==> src/design/jrpt_pkg.sv <==
// ----------------------------------------------------------------------------
// jrpt_pkg: shared types and constants for the joint repetition phase tracker
// Angles are signed tenths of a degree, twelve bits wide.
// ----------------------------------------------------------------------------
package jrpt_pkg;

    localparam int ANGLE_W     = 12;
    localparam int COUNT_WIDTH = 16;
    localparam int TOTAL_W     = 17;
    localparam int CFG_IDX_W   = 3;

    typedef logic signed [ANGLE_W-1:0] angle_t;
    typedef logic [COUNT_WIDTH-1:0]    count_t;

    typedef enum logic [1:0] {
        PH_STANDING = 2'd0,
        PH_RISING   = 2'd1,
        PH_HOLDING  = 2'd2,
        PH_FALLING  = 2'd3
    } phase_t;

    typedef enum logic [CFG_IDX_W-1:0] {
        CFG_LOWER_THRESHOLD    = 3'd0,
        CFG_UPPER_THRESHOLD    = 3'd1,
        CFG_FIRST_WINDOW_LOW   = 3'd2,
        CFG_FIRST_WINDOW_HIGH  = 3'd3,
        CFG_SECOND_WINDOW_LOW  = 3'd4,
        CFG_SECOND_WINDOW_HIGH = 3'd5
    } cfg_index_t;

    localparam angle_t RST_LOWER_THRESHOLD    = 12'sd300;
    localparam angle_t RST_UPPER_THRESHOLD    = 12'sd900;
    localparam angle_t RST_FIRST_WINDOW_LOW   = 12'sd700;
    localparam angle_t RST_FIRST_WINDOW_HIGH  = 12'sd1000;
    localparam angle_t RST_SECOND_WINDOW_LOW  = 12'sd800;
    localparam angle_t RST_SECOND_WINDOW_HIGH = 12'sd1100;

    typedef struct packed {
        angle_t main_angle;
        angle_t aux_angle_one;
        angle_t aux_angle_two;
    } in_t;

    typedef struct packed {
        phase_t               phase;
        angle_t               peak_angle;
        logic [TOTAL_W-1:0]   fail_total;
        logic                 warning;
        logic                 capture_begin;
        logic                 capture_end;
        logic                 started;
    } out_t;

    typedef struct packed {
        angle_t lower_threshold;
        angle_t upper_threshold;
        angle_t first_window_low;
        angle_t first_window_high;
        angle_t second_window_low;
        angle_t second_window_high;
    } cfg_t;

endpackage

==> src/design/jrpt_cfg_regs.sv <==
// ----------------------------------------------------------------------------
// jrpt_cfg_regs: threshold and window register file
// Written through a plain write port; indexes past the last register are dropped.
// ----------------------------------------------------------------------------
module jrpt_cfg_regs (
    input  logic                              clk,
    input  logic                              rst_n,
    input  logic                              cfg_write,
    input  logic [jrpt_pkg::CFG_IDX_W-1:0]    cfg_index,
    input  logic [jrpt_pkg::ANGLE_W-1:0]      cfg_data,
    output jrpt_pkg::cfg_t                    cfg
);

    jrpt_pkg::cfg_t cfg_reg;
    jrpt_pkg::cfg_t cfg_next;

    always_comb
    begin
        cfg_next = cfg_reg;
        if (cfg_write)
        begin
            case (cfg_index)
                jrpt_pkg::CFG_LOWER_THRESHOLD:    cfg_next.lower_threshold    = cfg_data;
                jrpt_pkg::CFG_UPPER_THRESHOLD:    cfg_next.upper_threshold    = cfg_data;
                jrpt_pkg::CFG_FIRST_WINDOW_LOW:   cfg_next.first_window_low   = cfg_data;
                jrpt_pkg::CFG_FIRST_WINDOW_HIGH:  cfg_next.first_window_high  = cfg_data;
                jrpt_pkg::CFG_SECOND_WINDOW_LOW:  cfg_next.second_window_low  = cfg_data;
                jrpt_pkg::CFG_SECOND_WINDOW_HIGH: cfg_next.second_window_high = cfg_data;
                default:                          cfg_next = cfg_reg;
            endcase
        end
    end

    always_ff @(posedge clk or negedge rst_n)
    begin
        if (!rst_n)
        begin
            cfg_reg.lower_threshold    <= jrpt_pkg::RST_LOWER_THRESHOLD;
            cfg_reg.upper_threshold    <= jrpt_pkg::RST_UPPER_THRESHOLD;
            cfg_reg.first_window_low   <= jrpt_pkg::RST_FIRST_WINDOW_LOW;
            cfg_reg.first_window_high  <= jrpt_pkg::RST_FIRST_WINDOW_HIGH;
            cfg_reg.second_window_low  <= jrpt_pkg::RST_SECOND_WINDOW_LOW;
            cfg_reg.second_window_high <= jrpt_pkg::RST_SECOND_WINDOW_HIGH;
        end
        else
        begin
            cfg_reg <= cfg_next;
        end
    end

    assign cfg = cfg_reg;

endmodule

==> src/design/jrpt_core.sv <==
// ----------------------------------------------------------------------------
// jrpt_core: phase machine, peak tracker and saturating fail counters
// Computes one result from the registered sample and commits state on step.
// ----------------------------------------------------------------------------
module jrpt_core (
    input  logic            clk,
    input  logic            rst_n,
    input  logic            step,
    input  jrpt_pkg::in_t   sample,
    input  jrpt_pkg::cfg_t  cfg,
    output jrpt_pkg::out_t  result
);

    localparam int SUM_W  = jrpt_pkg::COUNT_WIDTH + 1;
    localparam int WIDE_W = (SUM_W > jrpt_pkg::TOTAL_W) ? SUM_W : jrpt_pkg::TOTAL_W;

    jrpt_pkg::phase_t  phase_reg,   phase_next;
    logic              started_reg, started_next;
    jrpt_pkg::angle_t  peak_reg,    peak_next;
    jrpt_pkg::count_t  count_one_reg, count_one_next;
    jrpt_pkg::count_t  count_two_reg, count_two_next;

    logic              fail_one;
    logic              fail_two;
    logic              begin_flag;
    logic              end_flag;
    logic [WIDE_W-1:0] total_wide;

    always_comb
    begin
        phase_next     = phase_reg;
        started_next   = started_reg | (sample.main_angle > 12'sd0);
        peak_next      = peak_reg;
        count_one_next = count_one_reg;
        count_two_next = count_two_reg;
        begin_flag     = 1'b0;
        end_flag       = 1'b0;

        fail_one = (sample.aux_angle_one < cfg.first_window_low) ||
                   (sample.aux_angle_one > cfg.first_window_high);
        fail_two = (sample.aux_angle_two < cfg.second_window_low) ||
                   (sample.aux_angle_two > cfg.second_window_high);

        if (started_next)
        begin
            if (fail_one && (count_one_reg != '1))
                count_one_next = count_one_reg + jrpt_pkg::count_t'(1);
            if (fail_two && (count_two_reg != '1))
                count_two_next = count_two_reg + jrpt_pkg::count_t'(1);
            if (sample.main_angle > peak_reg)
                peak_next = sample.main_angle;

            case (phase_reg)
                jrpt_pkg::PH_STANDING:
                begin
                    peak_next      = '0;
                    count_one_next = '0;
                    count_two_next = '0;
                    if (sample.main_angle > cfg.lower_threshold)
                    begin
                        phase_next = jrpt_pkg::PH_RISING;
                        begin_flag = 1'b1;
                    end
                end
                jrpt_pkg::PH_RISING:
                begin
                    if (sample.main_angle >= cfg.upper_threshold)
                        phase_next = jrpt_pkg::PH_HOLDING;
                    else if (sample.main_angle <= cfg.lower_threshold)
                        phase_next = jrpt_pkg::PH_STANDING;
                end
                jrpt_pkg::PH_HOLDING:
                begin
                    if (sample.main_angle < cfg.upper_threshold)
                        phase_next = jrpt_pkg::PH_FALLING;
                end
                default:
                begin
                    if (sample.main_angle <= cfg.lower_threshold)
                    begin
                        phase_next = jrpt_pkg::PH_STANDING;
                        end_flag   = 1'b1;
                    end
                end
            endcase
        end

        total_wide = WIDE_W'(count_one_next) + WIDE_W'(count_two_next);

        result.phase         = phase_next;
        result.peak_angle    = peak_next;
        result.fail_total    = total_wide[jrpt_pkg::TOTAL_W-1:0];
        result.warning       = started_next & fail_two;
        result.capture_begin = begin_flag;
        result.capture_end   = end_flag;
        result.started       = started_next;
    end

    always_ff @(posedge clk or negedge rst_n)
    begin
        if (!rst_n)
        begin
            phase_reg     <= jrpt_pkg::PH_STANDING;
            started_reg   <= 1'b0;
            peak_reg      <= '0;
            count_one_reg <= '0;
            count_two_reg <= '0;
        end
        else if (step)
        begin
            phase_reg     <= phase_next;
            started_reg   <= started_next;
            peak_reg      <= peak_next;
            count_one_reg <= count_one_next;
            count_two_reg <= count_two_next;
        end
    end

endmodule

==> src/design/joint_rep_phase_tracker.sv <==
// ----------------------------------------------------------------------------
// joint_rep_phase_tracker: repetition phase tracker for joint angle samples
// Input register, single-pass phase/peak/counter logic, result register.
// ----------------------------------------------------------------------------
// A sample waits in the input register until a core step registers its result.
// Throughput: one sample per cycle, set by the core state update, unless stalled.
// A waiting result does not block intake; the input register keeps taking items
// until both registers hold data and the output is stalled.
// Reset: asynchronous, active low; phase standing, peak and counters zero,
// thresholds and windows back to their defaults, both stages empty.
module joint_rep_phase_tracker (
    input  logic                            clk,
    input  logic                            rst_n,
    input  logic                            in_valid,
    output logic                            in_stall,
    input  jrpt_pkg::in_t                   in_data,
    output logic                            out_valid,
    input  logic                            out_stall,
    output jrpt_pkg::out_t                  out_data,
    input  logic                            cfg_write,
    input  logic [jrpt_pkg::CFG_IDX_W-1:0]  cfg_index,
    input  logic [jrpt_pkg::ANGLE_W-1:0]    cfg_data
);

    logic           in_valid_reg;
    jrpt_pkg::in_t  in_data_reg;
    logic           out_valid_reg;
    jrpt_pkg::out_t out_data_reg;

    jrpt_pkg::cfg_t cfg;
    jrpt_pkg::out_t result;
    logic           advance;
    logic           take_in;

    assign advance  = in_valid_reg && (!out_valid_reg || !out_stall);
    assign in_stall = in_valid_reg && !advance;
    assign take_in  = in_valid && !in_stall;

    jrpt_cfg_regs u_cfg_regs (
        .clk       (clk),
        .rst_n     (rst_n),
        .cfg_write (cfg_write),
        .cfg_index (cfg_index),
        .cfg_data  (cfg_data),
        .cfg       (cfg)
    );

    jrpt_core u_core (
        .clk    (clk),
        .rst_n  (rst_n),
        .step   (advance),
        .sample (in_data_reg),
        .cfg    (cfg),
        .result (result)
    );

    always_ff @(posedge clk or negedge rst_n)
    begin
        if (!rst_n)
        begin
            in_valid_reg  <= 1'b0;
            out_valid_reg <= 1'b0;
        end
        else
        begin
            if (take_in)
                in_valid_reg <= 1'b1;
            else if (advance)
                in_valid_reg <= 1'b0;

            if (advance)
                out_valid_reg <= 1'b1;
            else if (!out_stall)
                out_valid_reg <= 1'b0;
        end
    end

    always_ff @(posedge clk)
    begin
        if (take_in)
            in_data_reg <= in_data;
        if (advance)
            out_data_reg <= result;
    end

    assign out_valid = out_valid_reg;
    assign out_data  = out_data_reg;

endmodule

==> config.mk <==
export PLATFORM = sky130hd
export DESIGN_NAME = joint_rep_phase_tracker
export DESIGN_NICKNAME = d
export VERILOG_FILES = /design/src/design/jrpt_pkg.sv /design/src/design/jrpt_cfg_regs.sv /design/src/design/jrpt_core.sv /design/src/design/joint_rep_phase_tracker.sv
export SDC_FILE = /design/constraint.sdc
export NUM_CORES = 1
export LEC_CHECK = 0
export ABC_AREA = 1
export BUFFER_PORTS_ARGS = -buffer_cell sky130_fd_sc_hd__buf_2
export CAP_MARGIN = 20
export CELL_PAD_IN_SITES_DETAIL_PLACEMENT = 1
export CELL_PAD_IN_SITES_GLOBAL_PLACEMENT = 1
export CORE_AREA = 2 2 232 120
export CTS_CLUSTER_SIZE = 28
export DETAILED_ROUTE_END_ITERATION = 7
export DIE_AREA = 0 0 234 122
export GPL_TIMING_DRIVEN = 0
export PLACE_DENSITY_LB_ADDON = 0.1
export SYNTH_ARGS = -nofsm -noshare
export SYNTH_HDL_FRONTEND = slang
export SYNTH_SLANG_ARGS = --single-unit
==> constraint.sdc <==
create_clock -name clk -period 3.9 [get_ports clk]
set_input_delay 0.78 -clock clk [delete_from_list [all_inputs] [get_ports clk]]
set_output_delay 0.78 -clock clk [all_outputs]
set_load 0.03 [all_outputs]
==> results of run 1 <==
-- cells in the mapped netlist (2+ instances only) --
cell / instances / share of area (%)
inv_1: 224 / 7.0
and3_1: 14 / 0.73
edfxtp_1: 71 / 18
nand2_4: 2 / 0.19
xor2_1: 20 / 1.5
buf_6: 6 / 0.56
o21ai_1: 3 / 0.13
nand3_1: 95 / 4.0
nand3_2: 11 / 0.92
dfrtp_1: 94 / 20
inv_2: 4 / 0.13
a21boi_1: 15 / 0.94
nand2_1: 438 / 14
buf_4: 2 / 0.13
nor2_2: 6 / 0.31
o2111ai_1: 2 / 0.15
dfstp_2: 27 / 5.9
nand2_2: 4 / 0.21
a21o_1: 2 / 0.13
a21boi_0: 13 / 0.81
o21ai_0: 94 / 3.9
nand4_1: 61 / 3.2
a21oi_1: 42 / 1.8
nor2_1: 38 / 1.2
xnor2_1: 6 / 0.44
nand3b_1: 7 / 0.44
clkbuf_1: 25 / 0.78
nor3_1: 10 / 0.42
ha_1: 104 / 11
buf_2: 13 / 0.54
o21ai_2: 5 / 0.37
nor4_1: 2 / 0.10
-- path summary, 6_finish.rpt --
kind | start | to | slack, ps | cells after the start
max | u_cfg_regs.cfg[31] | out_data[16] | -70 | 22
min | rst_n | u_core.count_two_reg[7] | 240 | 1
max reg2reg | u_cfg_regs.cfg[31] | out_data[16] | -70 | 22
min reg2reg | u_core.started_reg | u_core.started_reg | 480 | 2
max in group asynchronous | rst_n | u_cfg_regs.cfg[68] | 2850 | 2
min in group clk | u_core.started_reg | u_core.started_reg | 480 | 2
-- cells by family (layout without fill, tap and decap cells) --
logic type,after synthesis,count (layout)
AND/OR/NAND/NOR,692,692
buffers and inverters,275,441
flip-flops,192,192
AO/OA/AOI/OAI,183,183
adder cells (fa/ha/maj),105,105
XOR/XNOR,26,26
-- layout make-up --
cell class                      instances  area (sq um)  area share [%]
Inverter                              228           863            5.94
Multi-Input combinational cell       1006          6380            43.9
Buffer                                 47           260            1.79
Timing Repair Buffer                  134           826            5.68
Sequential cell                       192          5190            35.7
Clock buffer                           17           425            2.93
Clock inverter                         15           144           0.989
Tap cell                              360           450            3.10
-- power groups by stage --
| stage | clock network (mW) | logic (mW) | registers, mW |
|---|---|---|---|
| floorplan | 0 | 2.07 | 3.14 |
| global placement | 0 | 3.16 | 3.00 |
| detailed placement | 0 | 3.32 | 3.02 |
| CTS | 1.81 | 3.53 | 2.99 |
| global route | 1.90 | 4.41 | 3.05 |
| finish | 1.78 | 4.01 | 3.00 |
-- repair_timing --
| action | 4_1_cts | 5_1_grt |
|---|---|---|
| endpoints found under the setup margin | 11 | 11 |
| gates cloned | 0 | 0 |
| gates resized for setup | 40 | 98 |
| setup buffers | 16 | 25 |
| pin swaps | 19 | 48 |
-- metrics by stage --
step | TNS (ps) | util [%] | area [sq um] | setup slack (ps)
2_1_floorplan | 0 | - | 12000 | 272
5_1_grt | -1100 | 54.2 | 14500 | -212
3_5_place_dp | -3910 | 48.2 | 12900 | -639
6_report | -91.0 | 54.2 | 14500 | -65.6
3_3_place_gp | -2780 | 48.0 | 12900 | -505
4_1_cts | -36.0 | 51.4 | 13800 | -18.9
-- routing by layer --
| layer | routed length [microns] | up-vias | track usage (%) |
|---|---|---|---|
| li1 | - | 5142 | - |
| met1 | 20700 | 5436 | 44.7 |
| met2 | 16400 | 343 | 39.0 |
| met3 | 3430 | 27 | 7.89 |
| met4 | 378 | 0 | 5.18 |
| met5 | 0 | - | 0 |
-- critical path, stage by stage, from the launching register on --
cell and delay [ps]:
dfstp_2 540, inv_2 50, ha_4 270, nand4_1 210, nor2_4 170, buf_4 120
nand4_1 80, nand3_2 130, nand2_4 90, buf_8 150, buf_12 120, nand3_4 60
nand3_4 90, a21boi_4 310, ha_4 260, buf_4 140, nand2_2 80, o21ai_1 100
nor2_2 220, o21ai_4 100, a21oi_2 190, o21ai_2 70, xor2_1 140
==> impl_metrics.py, run 1 <==
metrics = {
    "power_and_ir_drop": {
        "combPwrFrac_pct": 45.6,
        "power_mw": 8.79,
        "switchingPower_mw": 3.78,
        "power.leakage_nw": 7.27,
        "clkPwrFrac_pct": 20.3,
        "switching_share_pct": 43.0,
        "power.density_mw_per_mm2": 605,
        "seqPwrFrac_pct": 34.1,
        "ir_drop_uv": 437,
        "p_int_mw": 5.01,
    },
    "clock_tree": {
        "clock_path_buffers": 2,
        "numClockSinks": 192,
        "cts_tree": "done",
        "clk_pin_slew_worst_paths_ps": 70,
        "cts_root_buf": "clkbuf_16",
        "htree_levels": 4,
        "numCtsBuffers": 17,
        "cts_hold_buf": 0,
        "clk_latency_ps": 460,
    },
    "yosys": {
        "synth_xor_area_share_pct": 1.90,
        "synth.area.mux_share_pct": 0,
        "syn_area_sq_mm": 0.0120,
        "synth_compound_area_share_pct": 8.73,
        "yosys.cell_types.count": 45,
        "synth_top_family_by_area": "simple AND/OR/NAND/NOR gates",
        "synth-seq-cells": 192,
        "synthSimpleGateAreaFrac_pct": 25.8,
        "synth_warnings": 0,
        "synth_cells": 1473,
        "ys_seq_area_share_pct": 43.3,
        "synth_fp_nets": 1634,
        "async_flop_share_pct": 63.0,
        "synth_area_per_cell_sq_um": 8.14,
        "synth-adder-area-share_pct": 11.0,
        "synth_edf_count": 71,
        "ys.flop_type": "dfrtp_1",
    },
    "setup_path": {
        "start_kind": "flip-flop",
        "worstPathRequired_ps": 4110,
        "worstSetupPathType": "reg -> reg",
        "end_kind": "flip-flop",
        "crit_fanout": 5,
        "arrival_ps": 4170,
    },
    "placed_design": {
        "dpl.cell_count": 1926,
        "io_buffers": 92,
        "gp_congestion": 0.914,
        "post-dp-hpwl_microns": 29400,
    },
    "sta": {
        "worst_pin_slew_ps": 937,
        "worst_slack_ps": -65.6,
        "fin_crit_sh_pct": 102,
        "rsz0062_at_grt": "yes",
        "slew_violations": 0,
        "slew_headroom_pct": 37.6,
        "hold-worst-slack_ps": 240,
        "setup_viol": 2,
        "fin_crit_ps": 3970,
        "finalHoldViolations": 0,
        "clock_skew_ps": 11.8,
        "fmax_ghz": 0.252,
    },
    "outcome": {
        "status": "finished with violations",
        "violations": "negative setup slack",
    },
    "floorplanning": {
        "die_y_microns": 122,
        "die_x_microns": 234,
        "pin_count": 93,
        "row_count": 43,
        "start_util_pct": 44.6,
        "die-area_sq_mm": 0.0285,
        "core_sq_mm": 0.0268,
    },
    "min_path": {
        "hold_path_class": "in -> async",
    },
    "routing": {
        "drc_errors": 0,
        "wl_per_cell_microns": 20.4,
        "drt_pass1_iterations": 5,
        "drt_iter0_drc": 955,
        "num_vias": 10948,
        "via_per_inst": 5.48,
        "routed_wl_microns": 40800,
        "ant_nets": 0,
    },
    "layout": {
        "n_fill_cell": 3216,
        "synthToLayoutAreaGrowth_pct": 21.3,
        "largest_register_ffs": 72,
        "final_cell_mix": "nand2_1, inv_1, buf_2",
        "final_common_cell": "nand2_1",
        "fin_cells": 1999,
        "finalNetCount": 1787,
        "diodes": 0,
        "drive_gt1_share_pct": 21.3,
    },
    "global_routing": {
        "antenna_found_initial": 4,
        "grt_max_degree": 84,
        "grt_use_total_pct": 28.6,
        "grt-ovfl-total": 0,
        "grt_pass1_wl_microns": 61300,
        "grt_pass1_vias": 10847,
    },
    "flow_run": {
        "max-cap-violations": 0,
    },
}
No activity file was read; power rests on OpenSTA's default activity.
==> inputs of run 2 (changes only) <==
--- a/config.mk
+++ b/config.mk
@@ -14,7 +14,6 @@
 export CTS_CLUSTER_SIZE = 28
 export DETAILED_ROUTE_END_ITERATION = 7
 export DIE_AREA = 0 0 234 122
-export GPL_TIMING_DRIVEN = 0
 export PLACE_DENSITY_LB_ADDON = 0.1
 export SYNTH_ARGS = -nofsm -noshare
 export SYNTH_HDL_FRONTEND = slang
==> run 2 against run 1 <==
The flow now finishes without violations. Combinational power is 5.7% lower. Worst hold slack better by 120 ps. Non-clock buffer count fell by 19. Clock power up 10%. Clock skew shrank 2.9 ps.
==> impl_metrics.py, run 2 (same netlist as run 1, synthesis figures left out) <==
metrics = {
    "setup_path": {
        "crit_family": "simple AND/OR/NAND/NOR gates",
        "reg2regPathDepth": 20,
        "slowest_delay_ps": 540,
        "end_kind": "flip-flop",
        "r2r_slack_ps": 10,
        "worst-path-stages": 20,
        "crit_slowest_cell": "dfstp_2",
        "worstPathRequired_ps": 4110,
        "cp_common_cell": "nand4_1",
        "r2r-start": "u_cfg_regs.cfg[30]",
        "worstSetupPathType": "reg -> reg",
        "crit_buf_inv": 5,
        "start_kind": "flip-flop",
        "arrival_ps": 4100,
        "crit_fanout": 4,
        "cp_cell_sequence": "inv_2, ha_4, nand4_1, nor2_4, buf_6, nand4_1, nand3_4, buf_12, nand2_8, nand4_1, nand2_1, nor2_2, ha_4, inv_2, fa_2, nor4_4, nor2_2, buf_4, o41ai_4, xor2_1",
        "r2r_end": "out_data[18]",
    },
    "global_routing": {
        "grt_max_degree": 58,
        "grt-ovfl-total": 0,
        "grt_use_total_pct": 27.3,
        "antenna_found_initial": 0,
        "grt_pass1_wl_microns": 59100,
        "grt_pass1_vias": 10719,
    },
    "outcome": {
        "status": "complete, no violations",
    },
    "routing": {
        "num_vias": 10723,
        "routed_wl_microns": 39000,
        "drt_iter0_drc": 903,
        "via_per_inst": 5.41,
        "wl_per_cell_microns": 19.7,
        "drt_pass1_iterations": 5,
        "ant_nets": 0,
        "drc_errors": 0,
    },
    "sta": {
        "fin_crit_ps": 3890,
        "fin_crit_sh_pct": 99.6,
        "setup_viol": 0,
        "setup_tns_ps": 0,
        "rsz0062_at_grt": "yes",
        "clock_skew_ps": 8.86,
        "fmax_ghz": 0.257,
        "slew_violations": 0,
        "worst_pin_slew_ps": 1000,
        "finalHoldViolations": 0,
        "worst_slack_ps": 14.4,
        "slew_headroom_pct": 32.9,
    },
    "flow_run": {
        "max-cap-violations": 0,
    },
    "floorplanning": {
        "start_util_pct": 44.6,
        "core_sq_mm": 0.0268,
        "pin_count": 93,
        "row_count": 43,
        "die_y_microns": 122,
        "die_x_microns": 234,
        "die-area_sq_mm": 0.0285,
    },
    "placed_design": {
        "post-place-ws_ps": -274,
        "gp_congestion": 0.879,
        "post-dp-hpwl_microns": 27900,
        "io_buffers": 92,
    },
    "power_and_ir_drop": {
        "power_mw": 8.75,
        "ir_drop_uv": 355,
        "power.leakage_nw": 7.29,
        "power.density_mw_per_mm2": 603,
    },
    "clock_tree": {
        "htree_levels": 4,
        "numCtsBuffers": 17,
        "clock_path_buffers": 2,
        "cts_root_buf": "clkbuf_16",
        "cts_tree": "done",
        "numClockSinks": 192,
        "cts_hold_buf": 0,
        "clk_latency_ps": 460,
        "clk_pin_slew_worst_paths_ps": 80,
    },
    "layout": {
        "synthToLayoutAreaGrowth_pct": 21.1,
        "layout.area.seq_sq_mm": 0.00519,
        "drive_gt1_share_pct": 21.4,
        "final_common_cell": "nand2_1",
        "multiInputGateArea_sq_mm": 0.00628,
        "n_fill_cell": 3204,
        "final_cell_mix": "nand2_1, inv_1, dfrtp_1",
        "largest_register_ffs": 72,
        "finalNetCount": 1769,
    },
    "min_path": {
        "hold_path_class": "in -> async",
    },
}
run 2: worst reg2reg max path, delay by kind of cell, from the launching register on:
family | cells | cell delay (ps)
fa+ha+maj | 3 | 820
compound gates | 1 | 290
simple gates | 10 | 1400
flops | 1 | 540
buf+inv | 5 | 480
xor+xnor | 1 | 100
run 2: worst max-delay path by stage:
stage	from	endpoint	slack [ps]
finish	u_cfg_regs.cfg[30]	out_data[18]	10
global route	in_data_reg[19]	out_data[16]	-140
CTS	u_cfg_regs.cfg[33]	out_data[17]	6
detailed placement	u_cfg_regs.cfg[33]	out_data[18]	-270
global placement	u_cfg_regs.cfg[33]	out_data[18]	-80
floorplan	u_cfg_regs.cfg[43]	out_data[16]	270
run 2: report_power, final:
group / internal [mW] / switching [mW]
Sequential: 2.66 / 0.346
Combinational: 1.37 / 2.41
Clock: 1.09 / 0.873
Total: 5.11 / 3.63
run 2: final cells by class:
class                           instances  share of cell area, %
Multi-Input combinational cell       1007                   43.3
Sequential cell                       192                   35.8
Timing Repair Buffer                  162                   7.52
Inverter                              228                   5.91
Tap cell                              360                   3.10
Clock buffer                           18                   2.96
Clock inverter                         14                   1.41
Antenna cell                            1                 0.0172
run 2: repair_timing:
action,in CTS,in global routing
gates resized for setup,10,104
buffers inserted,2,25
endpoints found under the setup margin,7,9
hold endpoints to repair,0,0
pin swaps,4,70
gates cloned,1,0
run 2: routing by layer:
metal / wire (microns) / share of wire, % / global-route usage (%) / vias up
met2: 16400 / 42 / 39.2 / 281
met3: 2250 / 5.8 / 5.50 / 30
li1: - / - / - / 5099
met1: 19900 / 51 / 42.4 / 5313
met5: 0 / 0 / 0 / -
met4: 459 / 1.2 / 5.14 / 0
run 2: stage by stage:
| stage | instance area [sq um] | util [%] | hold slack (ps) | cells |
|---|---|---|---|---|
| floorplan | 12000 | - | 438 | 1473 |
| global placement | 13000 | 48.6 | 450 | 1921 |
| detailed placement | 13000 | 48.6 | 459 | 1921 |
| CTS | 13700 | 51.1 | 370 | 1956 |
| global route | 14500 | 54.0 | 388 | 1981 |
| finish | 14500 | 54.1 | 360 | 1982 |
